$ cat config.mk
export PLATFORM = sky130hd
export DESIGN_NAME = ugs_div
export DESIGN_NICKNAME = d
export VERILOG_FILES = /design/src/design/ugs_pkg.sv /design/src/design/ugs_div.sv
export SDC_FILE = /design/constraint.sdc
export NUM_CORES = 1
export LEC_CHECK = 0
export ABC_AREA = 0
export ABC_CLOCK_PERIOD_IN_PS = 3450
export BUFFER_PORTS_ARGS = -buffer_cell sky130_fd_sc_hd__buf_2
export CORE_MARGIN = 4
export CORE_UTILIZATION = 25
export CTS_CLUSTER_SIZE = 12
export DETAILED_ROUTE_END_ITERATION = 6
export PLACE_DENSITY = 0.44
export SKIP_CTS_REPAIR_TIMING = 1
export SLEW_MARGIN = 20
export SYNTH_ARGS = -nofsm -noshare
export SYNTH_HDL_FRONTEND = slang
export SYNTH_SLANG_ARGS = --single-unit
$ cat constraint.sdc
create_clock -name clk_i -period 3.45 [get_ports clk_i]
set_clock_uncertainty 0.15 [all_clocks]
set_input_delay 0.1725 -clock clk_i [delete_from_list [all_inputs] [get_ports clk_i]]
set_output_delay 0.1725 -clock clk_i [all_outputs]
set_load 0.05 [all_outputs]
$ cat src/design/ugs_pkg.sv
`timescale 1ns / 1ps
package ugs_pkg;

  localparam int DEPTH_MAX   = 32;
  localparam int LATERAL_MAX = 32;
  localparam int ANGLE_MAX   = 32;
  localparam int GRID_WORDS  = DEPTH_MAX * LATERAL_MAX * ANGLE_MAX;
  localparam int AW          = $clog2(GRID_WORDS);

  localparam int IDXW = 5;   // index field width
  localparam int CNTW = 6;   // count register width

  // accumulator: six terms below 2^47 plus a 32-bit source
  localparam int ACCW  = 52;
  localparam int DIAGW = 34;
  localparam int DVDW  = ACCW + 16;

  // register indexes
  localparam logic [2:0] REG_DEPTH_COUNT   = 3'd0;
  localparam logic [2:0] REG_LATERAL_COUNT = 3'd1;
  localparam logic [2:0] REG_ANGLE_COUNT   = 3'd2;
  localparam logic [2:0] REG_NEG_INV_DEPTH = 3'd3;
  localparam logic [2:0] REG_NEG_INV_LAT   = 3'd4;
  localparam logic [2:0] REG_NEG_INV_ANGLE = 3'd5;
  localparam logic [2:0] REG_QUANTITY      = 3'd6;

  // quantity codes that add a source term
  localparam logic [2:0] QTY_TIME   = 3'd2;
  localparam logic [2:0] QTY_LENGTH = 3'd4;

  localparam logic REQ_WRITE  = 1'b0;
  localparam logic REQ_UPDATE = 1'b1;

  function automatic logic [AW-1:0] grid_addr(input logic [IDXW-1:0] z,
                                              input logic [IDXW-1:0] x,
                                              input logic [IDXW-1:0] a);
    grid_addr = AW'((AW'(a) * AW'(LATERAL_MAX) + AW'(x)) * AW'(DEPTH_MAX) + AW'(z));
  endfunction

endpackage

$ cat src/design/ugs_div.sv
`timescale 1ns / 1ps
// Restoring divider, one quotient bit per cycle.
module ugs_div (
  input  logic                      clk_i,
  input  logic                      rst_ni,
  input  logic                      start_i,
  input  logic [ugs_pkg::DVDW-1:0]  dividend_i,
  input  logic [ugs_pkg::DIAGW-1:0] divisor_i,
  output logic                      done_o,
  output logic [ugs_pkg::DVDW-1:0]  quot_o
);
  import ugs_pkg::*;

  localparam int CW = $clog2(DVDW + 1);

  logic             busy_q, done_q;
  logic [CW-1:0]    cnt_q;
  logic [DIAGW-1:0] rem_q, div_q;
  logic [DVDW-1:0]  quo_q;
  logic [DIAGW:0]   sh;
  logic             ge;

  assign sh = {rem_q, quo_q[DVDW-1]};
  assign ge = sh >= {1'b0, div_q};

  always_ff @(posedge clk_i or negedge rst_ni) begin
    if (!rst_ni) begin
      busy_q <= 1'b0;
      done_q <= 1'b0;
      cnt_q  <= '0;
    end else begin
      done_q <= 1'b0;
      if (start_i) begin
        busy_q <= 1'b1;
        cnt_q  <= '0;
      end else if (busy_q) begin
        cnt_q <= cnt_q + 1'b1;
        if (cnt_q == CW'(DVDW - 1)) begin
          busy_q <= 1'b0;
          done_q <= 1'b1;
        end
      end
    end
  end

  always_ff @(posedge clk_i) begin
    if (start_i) begin
      rem_q <= '0;
      div_q <= divisor_i;
      quo_q <= dividend_i;
    end else if (busy_q) begin
      rem_q <= ge ? DIAGW'(sh - {1'b0, div_q}) : sh[DIAGW-1:0];
      quo_q <= {quo_q[DVDW-2:0], ge};
    end
  end

  assign done_o = done_q;
  assign quot_o = quo_q;

endmodule
# After elaboration in Yosys (flattened, before gate mapping)
# Cells that the tools add are included.
# totals
ff_bits	145
in_bits	105
wordCells	22
# classes
addsub	2
magnitude_cmp	1
eq_ne	1
muxes	11
n_reduce_logical	1
# ops
op	n
$mux 68	2
$ge 35x34->1	1
$mux 34	1
$sub 34x34->34	1
$mux 7	2
$add 7x1->7 const B	1
$eq 7x7->1 const B	1
$mux 1	6
$reduce_bool 2->1	1

# Logic depth before layout (Yosys ltp)
# Gate-level depths: netlist of the first run.
# depth
word_depth	4
depth_mapped	14
mapped_depth_nobuf	13

# Least setup slack after synthesis of the first run
# No wires, ideal clock.
# synth_timing
path_type	register to register
startpoint	reg quo_q[67] (netlist: quot_o[67])
endpoint	reg rem_q[30]
setup_time_ps	131
arrival_time_ps	2839
required_time_ps	3169
slack_ps	331
stages_incl_launch_ff	14
path_buffers	0
synth_period_minus_slack_ps	3119
cell_sequence	edfxtp_1 inv_1 ha_1 inv_1 fa_1 a21oi_1 o211ai_1 nand4_1 nand3_1 a21oi_1 o21ai_1 a2111oi_0 a41o_1 o22ai_1
# synth_between
elab_chain_len	2
word_cells_on_any_way	3
# synth_lines
element	line_no	text
start: declaration	ugs_div.sv:19	logic [DVDW-1:0] quo_q;
start signal: assignment	ugs_div.sv:50	quo_q <= dividend_i;
start signal: assignment	ugs_div.sv:53	quo_q <= {quo_q[DVDW-2:0], ge};
$sub 34x34->34 / $ge 35x34->1 (equally long branches)	ugs_div.sv:52, ugs_div.sv:24	
$mux 34 *	ugs_div.sv:52	rem_q <= ge ? DIAGW'(sh - {1'b0, div_q}) : sh[DIAGW-1:0];
end signal: assignment	ugs_div.sv:52	
end: declaration	ugs_div.sv:18	logic [DIAGW-1:0] rem_q, div_q;
# Every way passes the cells marked *; elsewhere a longest branch is shown, timed or not.
# A chain may end at the register's enable or synchronous reset.

# Worst setup path after layout of the first run
# Same ends and word-level chain as after synthesis.

==> impl_results.md, run 1 <==
- Core ar.: around 30000 um2
- Final setup vio count: 0
- CTS tree: built
- Drt first pass iters: 5
- First-pass GRT wire length: 34300 um
- DR iter-0 viols: 315
- Total track usage: 0.128
- Syn Area/Cell: ~11 um2
- Met2 WL: 10300 um
- #FFs+latches synth: between 100 and 150
- Final hold violation count: 9
- Die W: about 190 um
- LEAKAGE: 4.65 nW
- Startpoint types: register
- Outcome: finished, violations left
- Final Max Slew Viols: 0
- Critical path peak fanout: 4
- CTS root buffer: clkbuf_16
- Filler instances: 3084
- Buffers added on ports: around 170
- Gp weighted congestion: 0.806
- Wire length per cell: ~16 um
- Final ANT Viol Nets: 0
- Vias in the first global route: between 6k and 7k
- Power share of the clock group: 0.390
- P_sw: roughly 0.0015 W
- Setup tns final: 0 ps
- Layout net count: approximately 1.1k
- CP arrival: 3350 ps
- Post-Syn Nets: roughly 850
- WP data required: roughly 3600 ps
- IO Count: around 170
- Post-synth top flop: edfxtp_1
- Clock Pin Slew Worst Setup and Hold Paths: around 80 ps
- Layout cell share with drive strength beyond 1: 0.306
- Worst setup EP type: register
- Initial core utilization: 0.256
- R2R cell count: 13
- Yosys Warn Count: 0
- Max Cap Violations: 0
- Placed cells: about 1.3k
- Met3 WL: 1580 um
- Worst-Skew Late Latency: around 440 ps
- Mapped Area: 7880 um2
- M1 WL: ~10000 um
- Cell Rows: 64
- Layout area overhead: 38.1%
- Hold_ws: -20.2 ps
- PD cells: between 400 and 500 nW/um2
- Clk sinks: 145
- Number of synthesized flops with an enable pin: roughly 100
- Worst VDD drop: around 360 uV
- Synth unique cells: 62
- Worst-Margin Slew: about 630 ps
- DR top layer: met4
- Sw frac: 0.317
- Initial antenna violation count: 1
- Post-synthesis sequential area ratio: 0.504
- Post-route minimum period: roughly 3200 ps
- HPWL Detailed: 15700 um
- Non-Filler Instances: around 1.4k
- Maximum root-to-sink buffer count: 2
- Max_slew headroom: 0.577
- Die Ht: 186 um
- Largest net degree at the start of global routing: 73
- Violated checks: hold timing
- Post-Syn Instances: 710
- Maximum clock frequency: about 310 MHz
- H-tree depth: 4
- RSZ-0062 raised after global routing: false
- Min-delay worst type: primary input to asynchronous set/reset pin
- Remaining Overflow, GRT: 0
- Number of CTS-inserted buffers: 17
- P_int: 0.00331 W
- Routed wire length: between 20000 and 25000 um
- Comb pwr share: 0.185
- Flop pwr share: 0.426
- Drt via density: 4.58
- Period utilisation layout: 0.925
- Critical path class: register to register
- DRC: 0
- Via count: between 6k and 7k
- Die area: 34400 um2
- Total chip power: between 0.004 and 0.005 W
- Async SR Flop Fraction: 0.0621
==> cell type report <==
type | count | area [um2] | area share
well taps | 396 | 495 | 0.0455
clock inverters | 15 | 168 | 0.0154
repair buffers | 296 | 2090 | 0.192
diodes | 1 | 2.50 | 0.000230
clock buffers | 17 | 425 | 0.0391
flip-flops and latches | 145 | 3970 | 0.365
multi-input cells | 479 | 3550 | 0.326
inverters | 47 | 176 | 0.0162
==> kinds of logic after synthesis <==
kind of cell	count (synthesis)	share of synthesized area
AOI/OAI and AO/OA	159	0.136
adders and majority gates	36	0.0581
and+or+nand+nor	167	0.0994
xor gates and xnor gates	27	0.0300
buffers and inverters	86	0.0478
muxes	90	0.125
DFF	145	0.504
==> cell usage after synthesis (3+ instances only) <==
| cell type | instances | area (um2) |
|---|---|---|
| o22ai_1 | 5 | 31.3 |
| mux2i_1 | 20 | 200 |
| a311oi_1 | 9 | 78.8 |
| xor2_1 | 13 | 114 |
| o21ai_0 | 19 | 95.1 |
| nor2_1 | 55 | 206 |
| and3_1 | 8 | 50.1 |
| a211oi_1 | 22 | 165 |
| o21ai_1 | 3 | 15.0 |
| nand3_1 | 14 | 70.1 |
| dfrtp_1 | 9 | 225 |
| edfxtp_1 | 102 | 3060 |
| o21bai_1 | 3 | 22.5 |
| a21o_1 | 19 | 143 |
| ha_1 | 35 | 438 |
| mux2_2 | 70 | 788 |
| o211ai_1 | 3 | 22.5 |
| nor3_1 | 6 | 30.0 |
| o21a_1 | 7 | 52.6 |
| or3_1 | 5 | 31.3 |
| nand2_1 | 48 | 180 |
| a21oi_1 | 40 | 200 |
| inv_1 | 47 | 176 |
| buf_2 | 7 | 35.0 |
| clkbuf_1 | 20 | 75.1 |
| xnor2_1 | 14 | 123 |
| buf_4 | 10 | 75.1 |
| a31oi_1 | 6 | 37.5 |
| dfxtp_1 | 34 | 681 |
| and2_1 | 4 | 25.0 |
| nand4_1 | 11 | 68.8 |
==> state kept, by name, indices dropped and copies added (netlist names) <==
name,flops
quot_o,68
div_q,34
rem_q,34
cnt_q,7
busy_q,1
done_o,1
==> stage by stage <==
stage,instance area [um2],setup slack (ps),hold WS (ps),util
finish,10900,258,-20.2,0.353
CTS,9830,229,-597,0.319
detailed placement,9240,237,-107,0.300
global placement,9240,314,-107,0.300
floorplan,7880,331,-273,-
global route,10900,8.99,0.960,0.353
==> critical path, stage by stage (launching register included) <==
cell       delay [ps]
edfxtp_1          390
inv_1              90
ha_1              160
inv_1              50
fa_1              400
a21oi_1           250
o211ai_1          190
nand4_1           160
nand3_1           210
a21oi_2           260
o21ai_1           120
a2111oi_1         420
a41o_1            140
o22ai_1            80
==> power by group through the flow <==
stage / combinational [W] / clock, W / sequential (W)
3_3_place_gp: 0.000812 / 0 / 0.00210
4_1_cts: 0.000812 / 0.00197 / 0.00206
5_1_grt: 0.000966 / 0.00203 / 0.00208
6_report: 0.000895 / 0.00189 / 0.00206
3_5_place_dp: 0.000810 / 0 / 0.00210
2_1_floorplan: 0.000275 / 0 / 0.00238
==> final timing paths <==
check	from	slack, ps	end
worst max-delay path	quot_o[67]	260	rem_q[30]
worst min-delay path	rst_ni	-20	cnt_q[5]
worst max register to register	quot_o[67]	260	rem_q[30]
worst min register to register	rem_q[2]	350	rem_q[2]
max in group asynchronous	rst_ni	2960	busy_q
min in group clk_i	divisor_i[24]	290	div_q[24]
==> placed cells by master (no fill, tap or decap), drive strengths merged, types with 20 or more instances in the layout <==
| cell | instances |
|---|---|
| buf | 192 |
| dlygate4sd3 | 104 |
| edfxtp | 102 |
| mux2 | 70 |
| nor2 | 55 |
| inv | 55 |
| nand2 | 48 |
| a21oi | 42 |
| ha | 35 |
| dfxtp | 34 |
| o21ai | 23 |
| a211oi | 22 |
| mux2i | 20 |
==> layer usage <==
layer / global-route usage / vias up
met4: 0.0350 / 0
met2: 0.197 / 187
met3: 0.0569 / 12
met1: 0.164 / 3009
li1: - / 3183
met5: 0 / -
No activity file was read; power rests on OpenSTA's default activity.
==> inputs of run 2 (changes only) <==
- ABC_AREA: 0 -> 1
- CORE_UTILIZATION: 25 -> 56
- PLACE_DENSITY: 0.44 -> 0.82
==> run 2 against run 1 <==
The run still ends with hold timing left. Register-to-register slack better by 430 ps. Worst setup slack better by 430 ps. Clock power about the same. Combinational power rose to 3.4 times the previous value. Die area down 49%. Wire length up 18%. Count of clock-buffer cells in the layout unchanged. Critical endpoint is now rem_q[16]. Largest cell class unchanged. Largest power group is now combinational cells.
==> impl_results.md, run 2 <==
- Outcome: finished, violations left
- Violated checks: hold timing
- HPWL Detailed: 16300 um (+3.9%)
- Finished Cell Area: 11300 um2 (+4.0%)
- Setup tns final: 0 ps (unchanged)
- Post-route minimum period: 2770 ps (-425 ps)
- Maximum root-to-sink buffer count: 2 (unchanged)
- Mapped Area: 8710 um2 (+11%)
- Initial antenna violation count: 0 (-1)
- Post-synth top flop: edfxtp_1
- CP arrival: 2970 ps (-380 ps)
- Routed wire length: 26400 um (+18%)
- Syn Area/Cell: 7.58 um2 (-32%)
- Async SR Flop Fraction: 0.0621 (unchanged)
- Number of diodes: 0 (-1)
- Final Max Slew Viols: 0 (unchanged)
- Startpoint types: register
- Buffers added on ports: 173 (unchanged)
- Number of CTS-inserted buffers: 17 (unchanged)
- Worst setup EP type: register
- Yosys top cell area share: 0.352 (-0.0371)
- Post-Synth Simple-Gate Area: 0.340 (+0.240)
- H-tree depth: 4 (unchanged)
- Non-Filler Instances: 1618 (+16%)
- Largest net degree at the start of global routing: 60 (-18%)
- Layout cell share with drive strength beyond 1: 0.181 (-0.125)
- Drt first pass iters: 6 (+1)
- First-pass GRT wire length: 36400 um (+6.1%)
- Final ANT Viol Nets: 0 (unchanged)
- Area contributors post-synth: edfxtp_1 35%, nand2_1 21%, dfxtp_1 7.8%
- Total chip power: 0.00717 W (+48%)
- Reg2reg end: rem_q[16]
- Maximum clock frequency: 361 MHz (+15%)
- Die W: 133 um (-28%)
- Post-synthesis adder-cell area fraction: 0.0526 (-0.00554)
- #FFs+latches synth: 145 (unchanged)
- CTS tree: built
- GR Util met3: 0.0650 (+0.00815)
- Core ar.: 15200 um2 (-51%)
- R2R cell count: 13 (unchanged)
- Largest register FFs: 68 (unchanged)
- Worst-Margin Slew: 943 ps (+308 ps)
- Die area: 17600 um2 (-49%)
- Final hold violation count: 2 (-7)
- Synth top cells by count: 476 x nand2_1, 171 x inv_1, 102 x edfxtp_1
- Met2 usage: 0.437 (+0.240)
- R2R Setup Slk: 680 ps (+430 ps)
- Number of synthesized flops with an enable pin: 102 (unchanged)
- Post-Syn Nets: 1290 (+52%)
- Initial core utilization: 0.573 (+0.317)
- Remaining Overflow, GRT: 0 (unchanged)
- Final setup vio count: 0 (unchanged)
- Commonest non-fill, non-tap cell in the layout: nand2_1
- Synth Area in XOR/XNOR: 0.0181 (-0.0119)
- Max_slew headroom: 0.370 (-0.207)
- Period utilisation layout: 0.802 (-0.123)
- Cell Rows: 45 (-30%)
- Placed cells: 1484 (+18%)
- PD cells: 634 nW/um2 (+42%)
- Worst-Skew Late Latency: 430 ps (about the same)
- Post-Syn Instances: 1149 (+62%)
- Total track usage: 0.257 (+0.129)
- DRC: 0 (unchanged)
- Yosys Warn Count: 0 (unchanged)
- Gp weighted congestion: 0.947 (+17%)
- DR iter-0 viols: 914 (+190%)
- Hold_ws: -3.24 ps (+17.0 ps)
- Critical path class: register to register
- Max Cap Violations: 0 (unchanged)
- Largest family of logic cells by synthesized area: simple AND/OR/NAND/NOR gates
- Drt via density: 5.35 (+17%)
- Dpl cell area: 9710 um2 (+5.1%)
- Layout net count: 1558 (+38%)
- Min-delay worst type: primary input to asynchronous set/reset pin
- Synth Area in Compound Gates: 0.0385 (-0.0972)
- Synth area leader: edfxtp_1
- Critical path peak fanout: 37 (+33)
- Layout area overhead: 29.9%
- R2R Path Start: div_q[28]
- RSZ-0062 raised after global routing: false
- Worst VDD drop: 428 uV (+19%)
- Most used routing layer: met2
- GRT met1 Usage: 0.320 (+0.156)
- Clock Pin Slew Worst Setup and Hold Paths: 70 ps (about the same)
- LEAKAGE: 5.91 nW (+27%)
- Most frequent cells in the layout: 476 x nand2_1, 172 x buf_2, 169 x inv_1
- Clk sinks: 145 (unchanged)
- Wire length per cell: 16.3 um (+1.8%)
- Mux contribution to synthesized area: 0 (-0.125)
- Via count: 8649 (+35%)
- IO Count: 174 (unchanged)
- Vias in the first global route: 7597 (+23%)
- WP data required: 3650 ps (+40 ps)
- Filler instances: 1109 (-64%)
- Top-count cell post-synth: nand2_1
- Die Ht: 133 um (-28%)
- Post-synthesis sequential area ratio: 0.456 (-0.0480)
- Synth unique cells: 39 (-37%)
- CTS root buffer: clkbuf_16
## run 2: logic make-up (layout without fill, tap and decap cells)
family	after synthesis	count (layout)
AND/OR/NAND/NOR	679	679
buffers and inverters	209	490
flip-flops	145	145
AO/OA/AOI/OAI	62	62
adder cells (fa/ha/maj)	36	36
XOR/XNOR	18	18
## run 2: through the flow
stage	hold slack, ps	setup WS (ps)	util
after global placement	-119	827	0.639
after detailed placement	-111	735	0.639
after floorplan	-273	148	-
after CTS	-573	706	0.677
final	-3.24	683	0.744
after global routing	-1.33	481	0.744
## run 2: worst max-delay path: stages (launching register included)
cell and delay, ps:
edfxtp_1 330, inv_1 50, ha_1 350, a21oi_2 210, nor2_1 60, nor2_1 120
inv_1 60, a21oi_1 240, nand2_2 100, inv_4 370, nand2_8 280, nand2_1 130
nand3_1 90, o21ai_1 150
## run 2: final cells by class
cell class | instances | area (um2) | area share
flip-flops and latches | 145 | 3970 | 0.351
multi-input cells | 795 | 3920 | 0.346
repair buffers | 280 | 1940 | 0.171
inverters | 178 | 671 | 0.0593
clock buffers | 17 | 425 | 0.0376
well taps | 188 | 235 | 0.0208
clock inverters | 15 | 159 | 0.0140
## run 2: power breakdown
group / switching [W] / internal, W / total [W]
logic: 0.00197 / 0.00102 / 0.00300
clock network: 0.000858 / 0.00103 / 0.00189
registers: 0.000159 / 0.00213 / 0.00229
total: 0.00299 / 0.00418 / 0.00717
## run 2: metal layers
layer | wire length [um] | part of all wire
met1 | 10200 | 0.39
met2 | 13000 | 0.49
met3 | 2440 | 0.093
met4 | 811 | 0.031
met5 | 0 | 0
## run 2: worst max path at each step
stage | from | to | slack [ps] | cells after the start
final | div_q[28] | rem_q[16] | 680 | 13
after global routing | div_q[28] | rem_q[16] | 480 | 13
after CTS | div_q[28] | rem_q[16] | 710 | 13
after detailed placement | div_q[28] | rem_q[16] | 740 | 13
after global placement | div_q[28] | rem_q[24] | 830 | 13
after floorplan | start_i | quot_o[0] | 150 | 4
